## config.mk

```make
export PLATFORM = sky130hd
export DESIGN_NAME = numerov_wavefunction_stepper_core
export DESIGN_NICKNAME = d
export VERILOG_FILES = /design/src/hw/rtl/nws_pkg.sv /design/src/hw/rtl/nws_mul.sv /design/src/hw/rtl/nws_div.sv /design/src/hw/rtl/numerov_wavefunction_stepper_core.sv
export SDC_FILE = /design/constraint.sdc
export NUM_CORES = 2
export LEC_CHECK = 0
export BUFFER_PORTS_ARGS = -buffer_cell sky130_fd_sc_hd__buf_2
export CORE_ASPECT_RATIO = 2
export CORE_MARGIN = 10
export CORE_UTILIZATION = 41
export CTS_CLUSTER_DIAMETER = 80
export DETAILED_ROUTE_END_ITERATION = 12
export GPL_ROUTABILITY_DRIVEN = 0
export PLACE_DENSITY_LB_ADDON = 0.15
export SLEW_MARGIN = 15
export SYNTH_ARGS = -nofsm -noshare
export SYNTH_HDL_FRONTEND = slang
export SYNTH_HIERARCHICAL = 1
export SYNTH_SLANG_ARGS = --single-unit
export TNS_END_PERCENT = 20
```

## constraint.sdc

```tcl
create_clock -name i_clk -period 10.5 [get_ports i_clk]
set_clock_uncertainty 0.2 [all_clocks]
set_input_delay 1.05 -clock i_clk [delete_from_list [all_inputs] [get_ports i_clk]]
set_output_delay 1.05 -clock i_clk [all_outputs]
set_load 0.01 [all_outputs]
```

## src/hw/rtl/nws_pkg.sv

```systemverilog
// ----------------------------------------------------------------------------
// nws_pkg
// Shared constants and types of the Numerov wavefunction stepper: register
// indexes, result status codes and the digit size of the serial multiplier.
// ----------------------------------------------------------------------------
package nws_pkg;

    // Bits of the multiplier operand consumed per cycle.
    localparam int MUL_DIGIT = 8;

    localparam int CFG_IDX_W = 3;

    typedef enum logic [CFG_IDX_W-1:0] {
        CFG_ENERGY_LEVEL    = 3'd0,
        CFG_MASS_SCALE      = 3'd1,
        CFG_STEP_SQ_TWELFTH = 3'd2,
        CFG_START0_REAL     = 3'd3,
        CFG_START0_IMAG     = 3'd4,
        CFG_START1_REAL     = 3'd5,
        CFG_START1_IMAG     = 3'd6
    } t_cfg_idx;

    typedef enum logic [1:0] {
        ST_OK         = 2'd0,
        ST_SATURATED  = 2'd1,
        ST_COEF_ZERO  = 2'd2
    } t_status;

endpackage

```

## src/hw/rtl/nws_mul.sv

```systemverilog
// ----------------------------------------------------------------------------
// nws_mul
// Unsigned serial multiplier. The second operand is consumed one digit per
// cycle, most significant digit first, into a shift-and-add accumulator.
// ----------------------------------------------------------------------------
module nws_mul
    import nws_pkg::*;
#(
    parameter int VALUE_WIDTH = 32
) (
    input  logic                       i_clk,
    input  logic                       i_rst_n,
    input  logic                       i_start,
    input  logic [VALUE_WIDTH-1:0]     i_a,
    input  logic [VALUE_WIDTH-1:0]     i_b,
    output logic                       o_done,
    output logic [2*VALUE_WIDTH-1:0]   o_prod
);

    localparam int W    = VALUE_WIDTH;
    localparam int NDIG = (W + MUL_DIGIT - 1) / MUL_DIGIT;
    localparam int BW   = NDIG * MUL_DIGIT;
    localparam int AW   = W + BW;
    localparam int CW   = $clog2(NDIG + 1);

    logic                   r_busy;
    logic                   r_done;
    logic [CW-1:0]          r_cnt;
    logic [W-1:0]           r_a;
    logic [BW-1:0]          r_b;
    logic [AW-1:0]          r_acc;
    logic [W+MUL_DIGIT-1:0] part;

    assign part = r_a * r_b[BW-1 -: MUL_DIGIT];

    always_ff @(posedge i_clk) begin
        if (!i_rst_n) begin
            r_busy <= 1'b0;
            r_done <= 1'b0;
            r_cnt  <= '0;
        end else begin
            // The product is complete once the last digit has been added.
            r_done <= r_busy && !i_start && (r_cnt == CW'(NDIG - 1));
            if (i_start) begin
                r_busy <= 1'b1;
                r_cnt  <= '0;
                r_a    <= i_a;
                r_b    <= BW'(i_b);
                r_acc  <= '0;
            end else if (r_busy) begin
                r_acc <= (r_acc << MUL_DIGIT) + AW'(part);
                r_b   <= r_b << MUL_DIGIT;
                r_cnt <= r_cnt + CW'(1);
                if (r_cnt == CW'(NDIG - 1)) begin
                    r_busy <= 1'b0;
                end
            end
        end
    end

    assign o_done = r_done;
    assign o_prod = r_acc[2*W-1:0];

endmodule

```

## src/hw/rtl/nws_div.sv

```systemverilog
// ----------------------------------------------------------------------------
// nws_div
// Restoring divider for magnitudes. Divides (numerator << FRACTION_BITS) by
// the denominator one quotient bit per cycle, then rounds half away from zero.
// ----------------------------------------------------------------------------
module nws_div
    import nws_pkg::*;
#(
    parameter int VALUE_WIDTH   = 32,
    parameter int FRACTION_BITS = 16
) (
    input  logic                                   i_clk,
    input  logic                                   i_rst_n,
    input  logic                                   i_start,
    input  logic [VALUE_WIDTH-1:0]                 i_num,
    input  logic [VALUE_WIDTH-1:0]                 i_den,
    output logic                                   o_done,
    output logic [VALUE_WIDTH+FRACTION_BITS:0]     o_quo
);

    localparam int W  = VALUE_WIDTH;
    localparam int F  = FRACTION_BITS;
    localparam int NB = W + F;
    localparam int CW = $clog2(NB + 1);

    typedef enum logic [1:0] {
        D_IDLE,
        D_RUN,
        D_ROUND
    } t_dstate;

    t_dstate        r_state;
    logic           r_done;
    logic [CW-1:0]  r_cnt;
    logic [NB-1:0]  r_num;
    logic [NB-1:0]  r_quo;
    logic [W-1:0]   r_rem;
    logic [W-1:0]   r_den;
    logic [NB:0]    r_out;

    logic [W:0]     rem2;
    logic           fits;
    logic           round_up;

    assign rem2     = {r_rem, r_num[NB-1]};
    assign fits     = rem2 >= {1'b0, r_den};
    // Round up when the remainder is at least half the divisor.
    assign round_up = {r_rem, 1'b0} >= {1'b0, r_den};

    always_ff @(posedge i_clk) begin
        if (!i_rst_n) begin
            r_state <= D_IDLE;
            r_done  <= 1'b0;
            r_cnt   <= '0;
        end else begin
            r_done <= (r_state == D_ROUND);
            case (r_state)
                D_IDLE: begin
                    if (i_start) begin
                        r_num   <= {i_num, {F{1'b0}}};
                        r_den   <= i_den;
                        r_rem   <= '0;
                        r_quo   <= '0;
                        r_cnt   <= '0;
                        r_state <= D_RUN;
                    end
                end
                D_RUN: begin
                    r_rem <= fits ? W'(rem2 - {1'b0, r_den}) : rem2[W-1:0];
                    r_quo <= {r_quo[NB-2:0], fits};
                    r_num <= r_num << 1;
                    r_cnt <= r_cnt + CW'(1);
                    if (r_cnt == CW'(NB - 1)) begin
                        r_state <= D_ROUND;
                    end
                end
                D_ROUND: begin
                    r_out   <= {1'b0, r_quo} + (NB+1)'(round_up);
                    r_state <= D_IDLE;
                end
                default: begin
                    r_state <= D_IDLE;
                end
            endcase
        end
    end

    assign o_done = r_done;
    assign o_quo  = r_out;

endmodule

```

## src/hw/rtl/numerov_wavefunction_stepper_core.sv

```systemverilog
// ----------------------------------------------------------------------------
// numerov_wavefunction_stepper_core
// Steps a complex wavefunction across a uniform grid with the Numerov
// recurrence, one potential sample per input word, in saturating fixed point.
// ----------------------------------------------------------------------------
// A start point goes to the output register by way of S_DONE; a recurrence point
// first takes ten products on the shared 8-bit-digit multiplier and, unless the
// leading coefficient is zero, two quotients on the one-bit-per-cycle divider.
// One word is in flight at a time; input stall is high until its result is registered.
// Synchronous active-low reset restores register defaults and begins a new sweep.
module numerov_wavefunction_stepper_core
    import nws_pkg::*;
#(
    parameter int VALUE_WIDTH   = 32,
    parameter int FRACTION_BITS = 16
) (
    input  logic                          i_clk,
    input  logic                          i_rst_n,
    // input channel
    input  logic                          i_in_valid,
    output logic                          o_in_stall,
    input  logic signed [VALUE_WIDTH-1:0] i_potential_sample,
    input  logic                          i_run_start,
    // output channel
    output logic                          o_out_valid,
    input  logic                          i_out_stall,
    output logic signed [VALUE_WIDTH-1:0] o_wave_real,
    output logic signed [VALUE_WIDTH-1:0] o_wave_imag,
    output logic [1:0]                    o_step_status,
    // configuration channel
    input  logic                          i_cfg_valid,
    output logic                          o_cfg_ready,
    input  logic [CFG_IDX_W-1:0]          i_cfg_index,
    input  logic [VALUE_WIDTH-1:0]        i_cfg_data
);

    localparam int W  = VALUE_WIDTH;
    localparam int F  = FRACTION_BITS;
    localparam int PW = 2 * W + 1;
    localparam int MW = (2 * W + 1 > W + F + 1) ? 2 * W + 1 : W + F + 1;

    localparam logic [W-1:0]  VMAX     = {1'b0, {(W-1){1'b1}}};
    localparam logic [W-1:0]  VMIN     = {1'b1, {(W-1){1'b0}}};
    localparam bit            ONE_SAT  = (F >= W - 1);
    localparam bit            TWO_SAT  = (F + 1 >= W - 1);
    localparam bit            CONST_SAT = ONE_SAT || TWO_SAT;
    localparam logic [W-1:0]  ONE      = ONE_SAT ? VMAX : (W'(1) << F);
    localparam logic [W-1:0]  TWO      = TWO_SAT ? VMAX : (W'(2) << F);
    localparam logic [PW-1:0] RND_F    = PW'(1) << (F - 1);
    localparam logic [PW-1:0] RND_W    = PW'(1) << (W - 1);

    typedef struct packed {
        logic         sat;
        logic [W-1:0] val;
    } t_satval;

    typedef enum logic [3:0] {
        S_IDLE,
        S_MUL_GO,
        S_MUL_WAIT,
        S_COEF1,
        S_COEF2,
        S_NUM,
        S_DIV_GO,
        S_DIV_WAIT,
        S_DONE
    } t_state;

    // Products in the order the sequencer issues them.
    typedef enum logic [3:0] {
        OP_K1,
        OP_Q1,
        OP_K0,
        OP_Q0,
        OP_KM,
        OP_QM,
        OP_PR_A,
        OP_PR_B,
        OP_PI_A,
        OP_PI_B
    } t_op;

    function automatic logic [W-1:0] f_mag(input logic [W-1:0] x);
        return x[W-1] ? (~x + W'(1)) : x;
    endfunction

    function automatic t_satval f_addsub(input logic [W-1:0] a, input logic [W-1:0] b,
                                         input logic sub);
        logic [W:0] s;
        t_satval    r;
        s     = sub ? ({a[W-1], a} - {b[W-1], b}) : ({a[W-1], a} + {b[W-1], b});
        r.sat = s[W] ^ s[W-1];
        r.val = r.sat ? (s[W] ? VMIN : VMAX) : s[W-1:0];
        return r;
    endfunction

    // Clamp a magnitude to the signed range and apply the sign.
    function automatic t_satval f_sat_mag(input logic neg, input logic [MW-1:0] m);
        logic [MW-1:0] limit;
        logic [MW-1:0] mm;
        logic [W-1:0]  mw;
        t_satval       r;
        limit = MW'(VMAX) + MW'(neg);
        r.sat = m > limit;
        mm    = r.sat ? limit : m;
        mw    = mm[W-1:0];
        r.val = neg ? (~mw + W'(1)) : mw;
        return r;
    endfunction

    // configuration registers
    logic [W-1:0] r_energy;
    logic [W-1:0] r_mass;
    logic [W-1:0] r_step_sq;
    logic [W-1:0] r_start0_re;
    logic [W-1:0] r_start0_im;
    logic [W-1:0] r_start1_re;
    logic [W-1:0] r_start1_im;

    // sweep history
    logic [1:0]   r_points;
    logic [W-1:0] r_pot_prev;
    logic [W-1:0] r_pot_prev2;
    logic [W-1:0] r_wave_prev_re;
    logic [W-1:0] r_wave_prev_im;
    logic [W-1:0] r_wave_prev2_re;
    logic [W-1:0] r_wave_prev2_im;

    // working registers
    t_state       r_state;
    t_op          r_op;
    logic         r_neg;
    logic         r_sat;
    logic         r_div_sel;
    logic [W-1:0] r_v;
    logic [W-1:0] r_k;
    logic [W-1:0] r_q1;
    logic [W-1:0] r_q0;
    logic [W-1:0] r_qm;
    logic [W-1:0] r_t10;
    logic [W-1:0] r_c1;
    logic [W-1:0] r_c2;
    logic [W-1:0] r_c3;
    logic [W-1:0] r_pa_re;
    logic [W-1:0] r_pb_re;
    logic [W-1:0] r_pa_im;
    logic [W-1:0] r_pb_im;
    logic [W-1:0] r_nr;
    logic [W-1:0] r_ni;
    logic [W-1:0] r_wr;
    logic [W-1:0] r_wi;
    t_status      r_status;

    // output register
    logic         r_o_valid;
    logic [W-1:0] r_o_real;
    logic [W-1:0] r_o_imag;
    t_status      r_o_status;

    // shared units
    logic             mul_done;
    logic [2*W-1:0]   mul_prod;
    logic             div_done;
    logic [W+F:0]     div_quo;

    logic [1:0]       pts_now;
    logic [W-1:0]     vsel;
    t_satval          ediff;
    logic [W-1:0]     mul_a;
    logic [W-1:0]     mul_b;
    logic             go_neg;
    logic             go_sat;
    logic             op_is_q;
    logic [PW-1:0]    mul_rnd;
    logic [MW-1:0]    mul_shifted;
    t_satval          mul_res;
    logic [W-1:0]     q0_mag;
    logic [W+3:0]     q0_x10;
    t_satval          c1_res;
    t_satval          c2_res;
    t_satval          c3_res;
    t_satval          t10_res;
    t_satval          nr_res;
    t_satval          ni_res;
    logic [W-1:0]     div_sel_num;
    logic [W-1:0]     div_num;
    logic [W-1:0]     div_den;
    logic             div_neg;
    t_satval          div_res;

    assign pts_now = i_run_start ? 2'd0 : r_points;

    // Operand selection for the multiplier at issue.
    always_comb begin
        vsel = r_v;
        case (r_op)
            OP_K0:   vsel = r_pot_prev;
            OP_KM:   vsel = r_pot_prev2;
            default: vsel = r_v;
        endcase
        ediff  = f_addsub(r_energy, vsel, 1'b1);
        mul_a  = '0;
        mul_b  = '0;
        go_neg = 1'b0;
        go_sat = 1'b0;
        case (r_op)
            OP_K1, OP_K0, OP_KM: begin
                mul_a  = f_mag(r_mass);
                mul_b  = f_mag(ediff.val);
                go_neg = r_mass[W-1] ^ ediff.val[W-1];
                go_sat = ediff.sat;
            end
            OP_Q1, OP_Q0, OP_QM: begin
                mul_a  = r_step_sq;
                mul_b  = f_mag(r_k);
                go_neg = r_k[W-1];
            end
            OP_PR_A: begin
                mul_a  = f_mag(r_c2);
                mul_b  = f_mag(r_wave_prev_re);
                go_neg = r_c2[W-1] ^ r_wave_prev_re[W-1];
            end
            OP_PR_B: begin
                mul_a  = f_mag(r_c3);
                mul_b  = f_mag(r_wave_prev2_re);
                go_neg = r_c3[W-1] ^ r_wave_prev2_re[W-1];
            end
            OP_PI_A: begin
                mul_a  = f_mag(r_c2);
                mul_b  = f_mag(r_wave_prev_im);
                go_neg = r_c2[W-1] ^ r_wave_prev_im[W-1];
            end
            OP_PI_B: begin
                mul_a  = f_mag(r_c3);
                mul_b  = f_mag(r_wave_prev2_im);
                go_neg = r_c3[W-1] ^ r_wave_prev2_im[W-1];
            end
            default: begin
                mul_a = '0;
            end
        endcase
    end

    // The q products carry VALUE_WIDTH fraction bits in the step factor.
    assign op_is_q     = r_op inside {OP_Q1, OP_Q0, OP_QM};
    assign mul_rnd     = PW'(mul_prod) + (op_is_q ? RND_W : RND_F);
    assign mul_shifted = op_is_q ? MW'(mul_rnd >> W) : MW'(mul_rnd >> F);
    assign mul_res     = f_sat_mag(r_neg, mul_shifted);

    assign q0_mag  = f_mag(r_q0);
    assign q0_x10  = {1'b0, q0_mag, 3'b000} + {3'b000, q0_mag, 1'b0};
    assign t10_res = f_sat_mag(r_q0[W-1], MW'(q0_x10));
    assign c1_res  = f_addsub(ONE, r_q1, 1'b0);
    assign c3_res  = f_addsub(ONE, r_qm, 1'b0);
    assign c2_res  = f_addsub(TWO, r_t10, 1'b1);
    assign nr_res  = f_addsub(r_pa_re, r_pb_re, 1'b1);
    assign ni_res  = f_addsub(r_pa_im, r_pb_im, 1'b1);

    assign div_sel_num = r_div_sel ? r_ni : r_nr;
    assign div_num     = f_mag(div_sel_num);
    assign div_den     = f_mag(r_c1);
    assign div_neg     = div_sel_num[W-1] ^ r_c1[W-1];
    assign div_res     = f_sat_mag(r_neg, MW'(div_quo));

    nws_mul #(
        .VALUE_WIDTH (W)
    ) u_mul (
        .i_clk   (i_clk),
        .i_rst_n (i_rst_n),
        .i_start (r_state == S_MUL_GO),
        .i_a     (mul_a),
        .i_b     (mul_b),
        .o_done  (mul_done),
        .o_prod  (mul_prod)
    );

    nws_div #(
        .VALUE_WIDTH   (W),
        .FRACTION_BITS (F)
    ) u_div (
        .i_clk   (i_clk),
        .i_rst_n (i_rst_n),
        .i_start (r_state == S_DIV_GO),
        .i_num   (div_num),
        .i_den   (div_den),
        .o_done  (div_done),
        .o_quo   (div_quo)
    );

    always_ff @(posedge i_clk) begin
        if (!i_rst_n) begin
            r_energy    <= '0;
            r_mass      <= ONE;
            r_step_sq   <= '0;
            r_start0_re <= ONE;
            r_start0_im <= '0;
            r_start1_re <= ONE;
            r_start1_im <= '0;
        end else if (i_cfg_valid) begin
            case (i_cfg_index)
                CFG_ENERGY_LEVEL:    r_energy    <= i_cfg_data;
                CFG_MASS_SCALE:      r_mass      <= i_cfg_data;
                CFG_STEP_SQ_TWELFTH: r_step_sq   <= i_cfg_data;
                CFG_START0_REAL:     r_start0_re <= i_cfg_data;
                CFG_START0_IMAG:     r_start0_im <= i_cfg_data;
                CFG_START1_REAL:     r_start1_re <= i_cfg_data;
                CFG_START1_IMAG:     r_start1_im <= i_cfg_data;
                default: begin
                end
            endcase
        end
    end

    always_ff @(posedge i_clk) begin
        if (!i_rst_n) begin
            r_state         <= S_IDLE;
            r_op            <= OP_K1;
            r_points        <= 2'd0;
            r_o_valid       <= 1'b0;
            r_pot_prev      <= '0;
            r_pot_prev2     <= '0;
            r_wave_prev_re  <= '0;
            r_wave_prev_im  <= '0;
            r_wave_prev2_re <= '0;
            r_wave_prev2_im <= '0;
        end else begin
            // In S_DONE the output register is reloaded instead.
            if (r_o_valid && !i_out_stall && (r_state != S_DONE)) begin
                r_o_valid <= 1'b0;
            end
            case (r_state)
                S_IDLE: begin
                    if (i_in_valid) begin
                        r_v   <= i_potential_sample;
                        r_sat <= CONST_SAT;
                        if (pts_now == 2'd0) begin
                            r_wr     <= r_start0_re;
                            r_wi     <= r_start0_im;
                            r_status <= ST_OK;
                            r_points <= 2'd1;
                            r_state  <= S_DONE;
                        end else if (pts_now == 2'd1) begin
                            r_wr     <= r_start1_re;
                            r_wi     <= r_start1_im;
                            r_status <= ST_OK;
                            r_points <= 2'd2;
                            r_state  <= S_DONE;
                        end else begin
                            r_points <= 2'd2;
                            r_op     <= OP_K1;
                            r_state  <= S_MUL_GO;
                        end
                    end
                end
                S_MUL_GO: begin
                    r_neg   <= go_neg;
                    r_sat   <= r_sat | go_sat;
                    r_state <= S_MUL_WAIT;
                end
                S_MUL_WAIT: begin
                    if (mul_done) begin
                        r_sat <= r_sat | mul_res.sat;
                        case (r_op)
                            OP_K1, OP_K0, OP_KM: r_k     <= mul_res.val;
                            OP_Q1:               r_q1    <= mul_res.val;
                            OP_Q0:               r_q0    <= mul_res.val;
                            OP_QM:               r_qm    <= mul_res.val;
                            OP_PR_A:             r_pa_re <= mul_res.val;
                            OP_PR_B:             r_pb_re <= mul_res.val;
                            OP_PI_A:             r_pa_im <= mul_res.val;
                            OP_PI_B:             r_pb_im <= mul_res.val;
                            default: begin
                            end
                        endcase
                        if (r_op == OP_QM) begin
                            r_state <= S_COEF1;
                        end else if (r_op == OP_PI_B) begin
                            r_state <= S_NUM;
                        end else begin
                            r_op    <= t_op'(r_op + 4'd1);
                            r_state <= S_MUL_GO;
                        end
                    end
                end
                S_COEF1: begin
                    r_c1    <= c1_res.val;
                    r_c3    <= c3_res.val;
                    r_t10   <= t10_res.val;
                    r_sat   <= r_sat | c1_res.sat | c3_res.sat | t10_res.sat;
                    r_op    <= OP_PR_A;
                    r_state <= S_COEF2;
                end
                S_COEF2: begin
                    r_c2    <= c2_res.val;
                    r_sat   <= r_sat | c2_res.sat;
                    r_state <= S_MUL_GO;
                end
                S_NUM: begin
                    r_nr  <= nr_res.val;
                    r_ni  <= ni_res.val;
                    r_sat <= r_sat | nr_res.sat | ni_res.sat;
                    // A zero leading coefficient gives a zero point and no division.
                    if (r_c1 == '0) begin
                        r_wr     <= '0;
                        r_wi     <= '0;
                        r_status <= ST_COEF_ZERO;
                        r_state  <= S_DONE;
                    end else begin
                        r_div_sel <= 1'b0;
                        r_state   <= S_DIV_GO;
                    end
                end
                S_DIV_GO: begin
                    r_neg   <= div_neg;
                    r_state <= S_DIV_WAIT;
                end
                S_DIV_WAIT: begin
                    if (div_done) begin
                        if (!r_div_sel) begin
                            r_wr      <= div_res.val;
                            r_sat     <= r_sat | div_res.sat;
                            r_div_sel <= 1'b1;
                            r_state   <= S_DIV_GO;
                        end else begin
                            r_wi     <= div_res.val;
                            r_status <= (r_sat | div_res.sat) ? ST_SATURATED : ST_OK;
                            r_state  <= S_DONE;
                        end
                    end
                end
                S_DONE: begin
                    if (!r_o_valid || !i_out_stall) begin
                        r_o_valid       <= 1'b1;
                        r_o_real        <= r_wr;
                        r_o_imag        <= r_wi;
                        r_o_status      <= r_status;
                        r_wave_prev2_re <= r_wave_prev_re;
                        r_wave_prev2_im <= r_wave_prev_im;
                        r_wave_prev_re  <= r_wr;
                        r_wave_prev_im  <= r_wi;
                        r_pot_prev2     <= r_pot_prev;
                        r_pot_prev      <= r_v;
                        r_state         <= S_IDLE;
                    end
                end
                default: begin
                    r_state <= S_IDLE;
                end
            endcase
        end
    end

    assign o_in_stall    = (r_state != S_IDLE);
    assign o_out_valid   = r_o_valid;
    assign o_wave_real   = r_o_real;
    assign o_wave_imag   = r_o_imag;
    assign o_step_status = r_o_status;
    assign o_cfg_ready   = 1'b1;

endmodule

```

After elaboration in Yosys (flattened, before gate mapping)
Index checks and enable logic that the tools add are counted.

Magnitude comparators: 5. Div/mod/pow operators: 0. $add $sub $neg: 31. Reductions and logical operators: 64. Multiplexer cells: 109. $mul: 1. Bitwise operators: 37. Equal/unequal tests: 44. Shift operators: 0.

Operators by type and width (number): 2-to-1 mux 32 bit (46); adder 32 x 1 -> 32 bit (second input constant) (15); inverter 32 bit (15); case mux 32 bit (3 select lines) (2); case mux 32 bit (6 select lines) (1); case mux 48 bit (2 select lines) (2); case mux 32 bit (2 select lines) (2); case mux 32 bit (4 select lines) (1); subtractor 32 x 32 -> 33 bit (3); greater-than comparator 49 x 32 -> 1 bit (2); 2-to-1 mux 48 bit (2); adder 18 x 32 -> 33 bit (first input constant) (2); greater-or-equal comparator 33 x 32 -> 1 bit (2); adder 64 x 32 -> 65 bit (1); adder 31 x 1 -> 32 bit (first input constant) (2); adder 64 x 40 -> 64 bit (1); 2-to-1 mux 64 bit (1); 2-to-1 mux 4 bit (14); adder 48 x 1 -> 49 bit (1); 2-to-1 mux 49 bit (1); multiplier 32 x 8 -> 40 bit (1); AND reduction 4 bit (10); adder 35 x 33 -> 36 bit (1); greater-than comparator 36 x 32 -> 1 bit (1); 52 further kinds (162).

Bits in read-only memories: 0. Output and inout bits: 69. Flip-flop bits (word level): 1393. Memories kept: 0. Input bits: 73. RAM bits: 0. Bits in latches: 0.

Depth between registers and ports, before layout
Depth in word-level cells: 10. Mapped depth: 40. Gate-level depth less buffers: 34.

Cells and area by module
Netlist, hierarchy kept.

By module, submodules not included: numerov_wavefunction_stepper_core (times used 1, area an instance 62293.5 um^2, cells each 6968); nws_mul (times used 1, area an instance 14445.1 um^2, cells each 1420); nws_div (times used 1, area an instance 10416.2 um^2, cells each 962).

Worst setup path after synthesis
No wires, ideal clock.

Path type: in2reg. Start: input i_rst_n. End: register u_div.r_num[16] (enable). Slack: 0.141 ns. Arrival time: 9.416 ns. Required time: 9.557 ns. Cell stages on the path: 2. Library setup time: 0.743 ns. Path through: clkbuf_1 -> nor3b_1.

Word-level cells in the longest chain between the ends: 1.

Ends and longest elaborated chain: from (decl) (RTL line numerov_wavefunction_stepper_core.sv:18) `input logic i_rst_n,`; AND reduction 3 bit (no line); to (signal assigned) (RTL line nws_div.sv:60) `r_num <= {i_num, {F{1'b0}}};`; to (signal assigned) (RTL line nws_div.sv:71) `r_num <= r_num << 1;`; to (decl) (RTL line nws_div.sv:35) `logic [NB-1:0] r_num;`.

Every way passes these cells. A chain may end at the register's enable or synchronous reset.

==> impl_metrics.ini <==
[floorplanning]
start_util_pct = 41.17
die_x_um = 346.0
io_pins = 142
die_area_um2 = 232500
coreArea_um2 = 211700
die_y_um = 672.0
rows = 239

[setup_path]
crit_top_cell = ha_1
endpoint_kind = flip-flop
reg2reg_slack_ns = 1.46
cp.required_ns = 10.77
path_class = flip-flop to flip-flop
ff2ff_path_depth = 30
slowest_delay_ns = 0.72
arrival_ns = 9.32
cp.depth = 30
crit_buf_inv = 3
cp_max_fo = 29
cp_slowest_cell = a22oi_1
setup.worst_path.start_class = flip-flop
crit_family = simple AND/OR/NAND/NOR gates

[sta]
rsz0062_at_grt = false
tns_ns = 0
finalMaxSlewViolations = 0
min_period_ns = 9.041
clock.fmax_mhz = 110.6
max_slew_margin_pct = 20.01
fin_crit_sh_pct = 86.11
setup_viol = 0
hold_viol = 0
tightest_slew_ns = 1.200

[cts]
cts-resized-gates = 0
cts_tree = built
hold_buffers = 0
postCtsSetupBuffers = 0
cts_root_buffer = clkbuf_16
htree_num_levels = 4
clkTransAtPathRegs_ns = 0.07
cts_made_buffers = 145
cts.sinks = 1377
cts_buffer_depth = 4
insertion_delay_ns = 0.83

[power_and_ir_drop]
ir_drop_mv = 0.1250
power_per_cell_area_nw_per_um2 = 129.8
leakagePower_nw = 35.44
p_sw_share_pct = 25.57
p_comb_share_pct = 8.9
switchingPower_mw = 3.178
seq_power_share_pct = 48.0
p_clk_share_pct = 43.1
intPower_mw = 9.252

[global_route]
use_met2_pct = 48.35
grt_busiest_layer = met2
antenna_found_initial = 32
met3_usage_pct = 4.364
grt_pass1_wl_mm = 467.3
grt_pass1_vias = 71610
grt_max_degree = 199
grt.overflow.total = 0
grt_usage_pct = 26.75
use_met1_pct = 26.08

[drt]
viasPerCell = 5.915
antenna_left = 0
first_pass_iters = 6
routedWlPerCell_um = 26.24
drt_iter0_drc = 5875
routed_wl_mm = 320.3
vias = 72200
drc = 0

[synth]
syn_area_per_cell_um2 = 9.321
async_reset_ff_share_pct = 0
synth-edff-count = 936
ys_seq_area_share_pct = 42.38
ys_seq_elements = 1377
synthFlopType = edfxtp_1
syn_inst = 9350
syn-num-nets = 9985
synth_area_um2 = 87150
ys_warn_count = 6
synth_cell_types = 123

[final_layout]
layout.nets = 9951
area_growth_pct = 9.878
fin_cells = 12210
drive_above_1_share_pct = 7.856
largest_reg_flops = 64

[placement]
placed_cells = 11930
dp_hpwl_mm = 237.7
port_buffers = 140

[min_path]
worst_hold_path_type = input pin to flip-flop
whs_path_depth = 1

[outcome]
status = complete, no violations

[flow_run]
maxCapViolations = 0
==> final timing paths <==
check | start | end
max | r_op[1]$_SDFFE_PN0P_ | r_qm[28]$_DFFE_PP_
max reg2reg | r_op[1]$_SDFFE_PN0P_ | r_qm[28]$_DFFE_PP_
min | i_potential_sample[16] | r_v[16]$_DFFE_PP_
min reg2reg | r_status[0]$_DFFE_PP_ | o_step_status[0]$_DFFE_PP_
==> synthesized netlist by cell type (all sizes together), types with 33 or more instances <==
| cell type | number | area (µm²) |
|---|---|---|
| nand2 | 1491 | 5599 |
| edfxtp | 936 | 28110 |
| a21oi | 874 | 4385 |
| nor2 | 503 | 1901 |
| o21ai | 502 | 2516 |
| inv | 474 | 1779 |
| dfxtp | 441 | 8828 |
| clkbuf | 404 | 1516 |
| xnor2 | 389 | 3422 |
| ha | 346 | 4329 |
| and2 | 298 | 1866 |
| xor2 | 273 | 2399 |
| fa | 216 | 4324 |
| nand3 | 178 | 900.9 |
| nor3 | 159 | 847.1 |
| mux2i | 133 | 1331 |
| a21o | 120 | 900.9 |
| or3 | 118 | 748.2 |
| o31ai | 111 | 843.3 |
| or4 | 88 | 671.9 |
| nand2b | 85 | 531.8 |
| nand4 | 81 | 513.0 |
| nor4 | 73 | 511.7 |
| and3 | 70 | 437.9 |
| o22ai | 70 | 437.9 |
| buf | 67 | 370.4 |
| a211oi | 59 | 495.5 |
| nor2b | 58 | 362.9 |
| a31oi | 57 | 362.8 |
| o41ai | 52 | 481.7 |
| o21a | 50 | 376.6 |
| or2 | 43 | 269.0 |
| mux2 | 37 | 420.4 |
| o21bai | 37 | 281.5 |
| a22o | 33 | 289.0 |
==> area by class of cell <==
class                      instances  area, µm²
fill                           20360     116000
multi-input combinational       7028      46900
sequential                      1377      36940
clock buffer                     177       3966
tap                             2771       3467
timing repair buffer             290       1861
inverter                         474       1788
clock inverter                    73      803.3
antenna                           16      40.04
==> power groups by stage <==
stage / clock network, mW / registers (mW) / logic, mW
after detailed placement: 0 / 6.07 / 1.07
final: 5.36 / 5.96 / 1.11
after global placement: 0 / 6.07 / 1.06
after floorplan: 0 / 6.02 / 0.652
after CTS: 5.47 / 5.96 / 1.07
after global routing: 5.65 / 5.96 / 1.18
==> kinds of logic (layout without fill, tap and decap cells) <==
kind of cell | after synthesis | in the layout | share of synthesized area (%)
and+or+nand+nor | 3334 | 3334 | 18.30
other | 1 | 17 | 0.004303
adders and majority gates | 582 | 582 | 10.16
buffers and inverters | 945 | 1014 | 4.206
xor gates and xnor gates | 662 | 662 | 6.678
AOI/OAI and AO/OA | 2279 | 2279 | 16.27
DFF | 1377 | 1377 | 42.38
muxes | 170 | 170 | 2.010
==> through the flow <==
| stage | hold slack (ns) | utilization (%) | area (µm²) | power (mW) | setup WS, ns |
|---|---|---|---|---|---|
| global placement | 0.2379 | 42.91 | 90850 | 7.131 | 1.429 |
| detailed placement | 0.2272 | 42.91 | 90850 | 7.141 | 1.528 |
| CTS | 0.1270 | 45.16 | 95620 | 12.49 | 1.531 |
| floorplan | 0.2003 | - | 87150 | 6.674 | 0.1411 |
| finish | 0.1842 | 45.23 | 95760 | 12.43 | 1.459 |
| global route | 0.1503 | 45.22 | 95730 | 12.79 | 0.9780 |
==> layout by cell type (no fill, tap or decap), types with 35 or more instances in the layout <==
| master | netlist | final |
|---|---|---|
| edfxtp_1 | 936 | 936 |
| or4_1 | 85 | 85 |
| nor2b_1 | 58 | 56 |
| o21a_1 | 49 | 48 |
| inv_1 | 470 | 467 |
| fa_1 | 216 | 216 |
| or3_1 | 116 | 116 |
| and3_1 | 70 | 69 |
| buf_2 | 26 | 143 |
| ha_1 | 346 | 346 |
| dfxtp_1 | 441 | 441 |
| xnor2_1 | 387 | 385 |
| o21ai_0 | 467 | 462 |
| nor3_1 | 150 | 142 |
| nor2_1 | 500 | 485 |
| mux2_2 | 36 | 36 |
| nand4_1 | 80 | 80 |
| and2_1 | 295 | 294 |
| nand2_1 | 1490 | 1490 |
| nand2b_1 | 85 | 83 |
| or2_2 | 41 | 41 |
| o21ai_1 | 34 | 35 |
| a21oi_1 | 871 | 866 |
| xor2_1 | 272 | 272 |
| mux2i_1 | 133 | 132 |
| o41ai_1 | 50 | 49 |
| nor4_1 | 67 | 64 |
| buf_4 | 4 | 139 |
| nand3_1 | 176 | 176 |
| a211oi_1 | 50 | 47 |
| a31oi_1 | 56 | 56 |
| o31ai_1 | 109 | 107 |
| o22ai_1 | 70 | 69 |
| a21o_1 | 120 | 119 |
| clkbuf_16 | 0 | 151 |
==> per-layer routing <==
metal | up-vias | share of wire (%)
met2 | 2650 | 51
met3 | 1050 | 5.1
met5 | - | 0.0078
met1 | 35250 | 33
li1 | 33240 | -
met4 | 4 | 11
No activity file was read; power rests on OpenSTA's default activity.
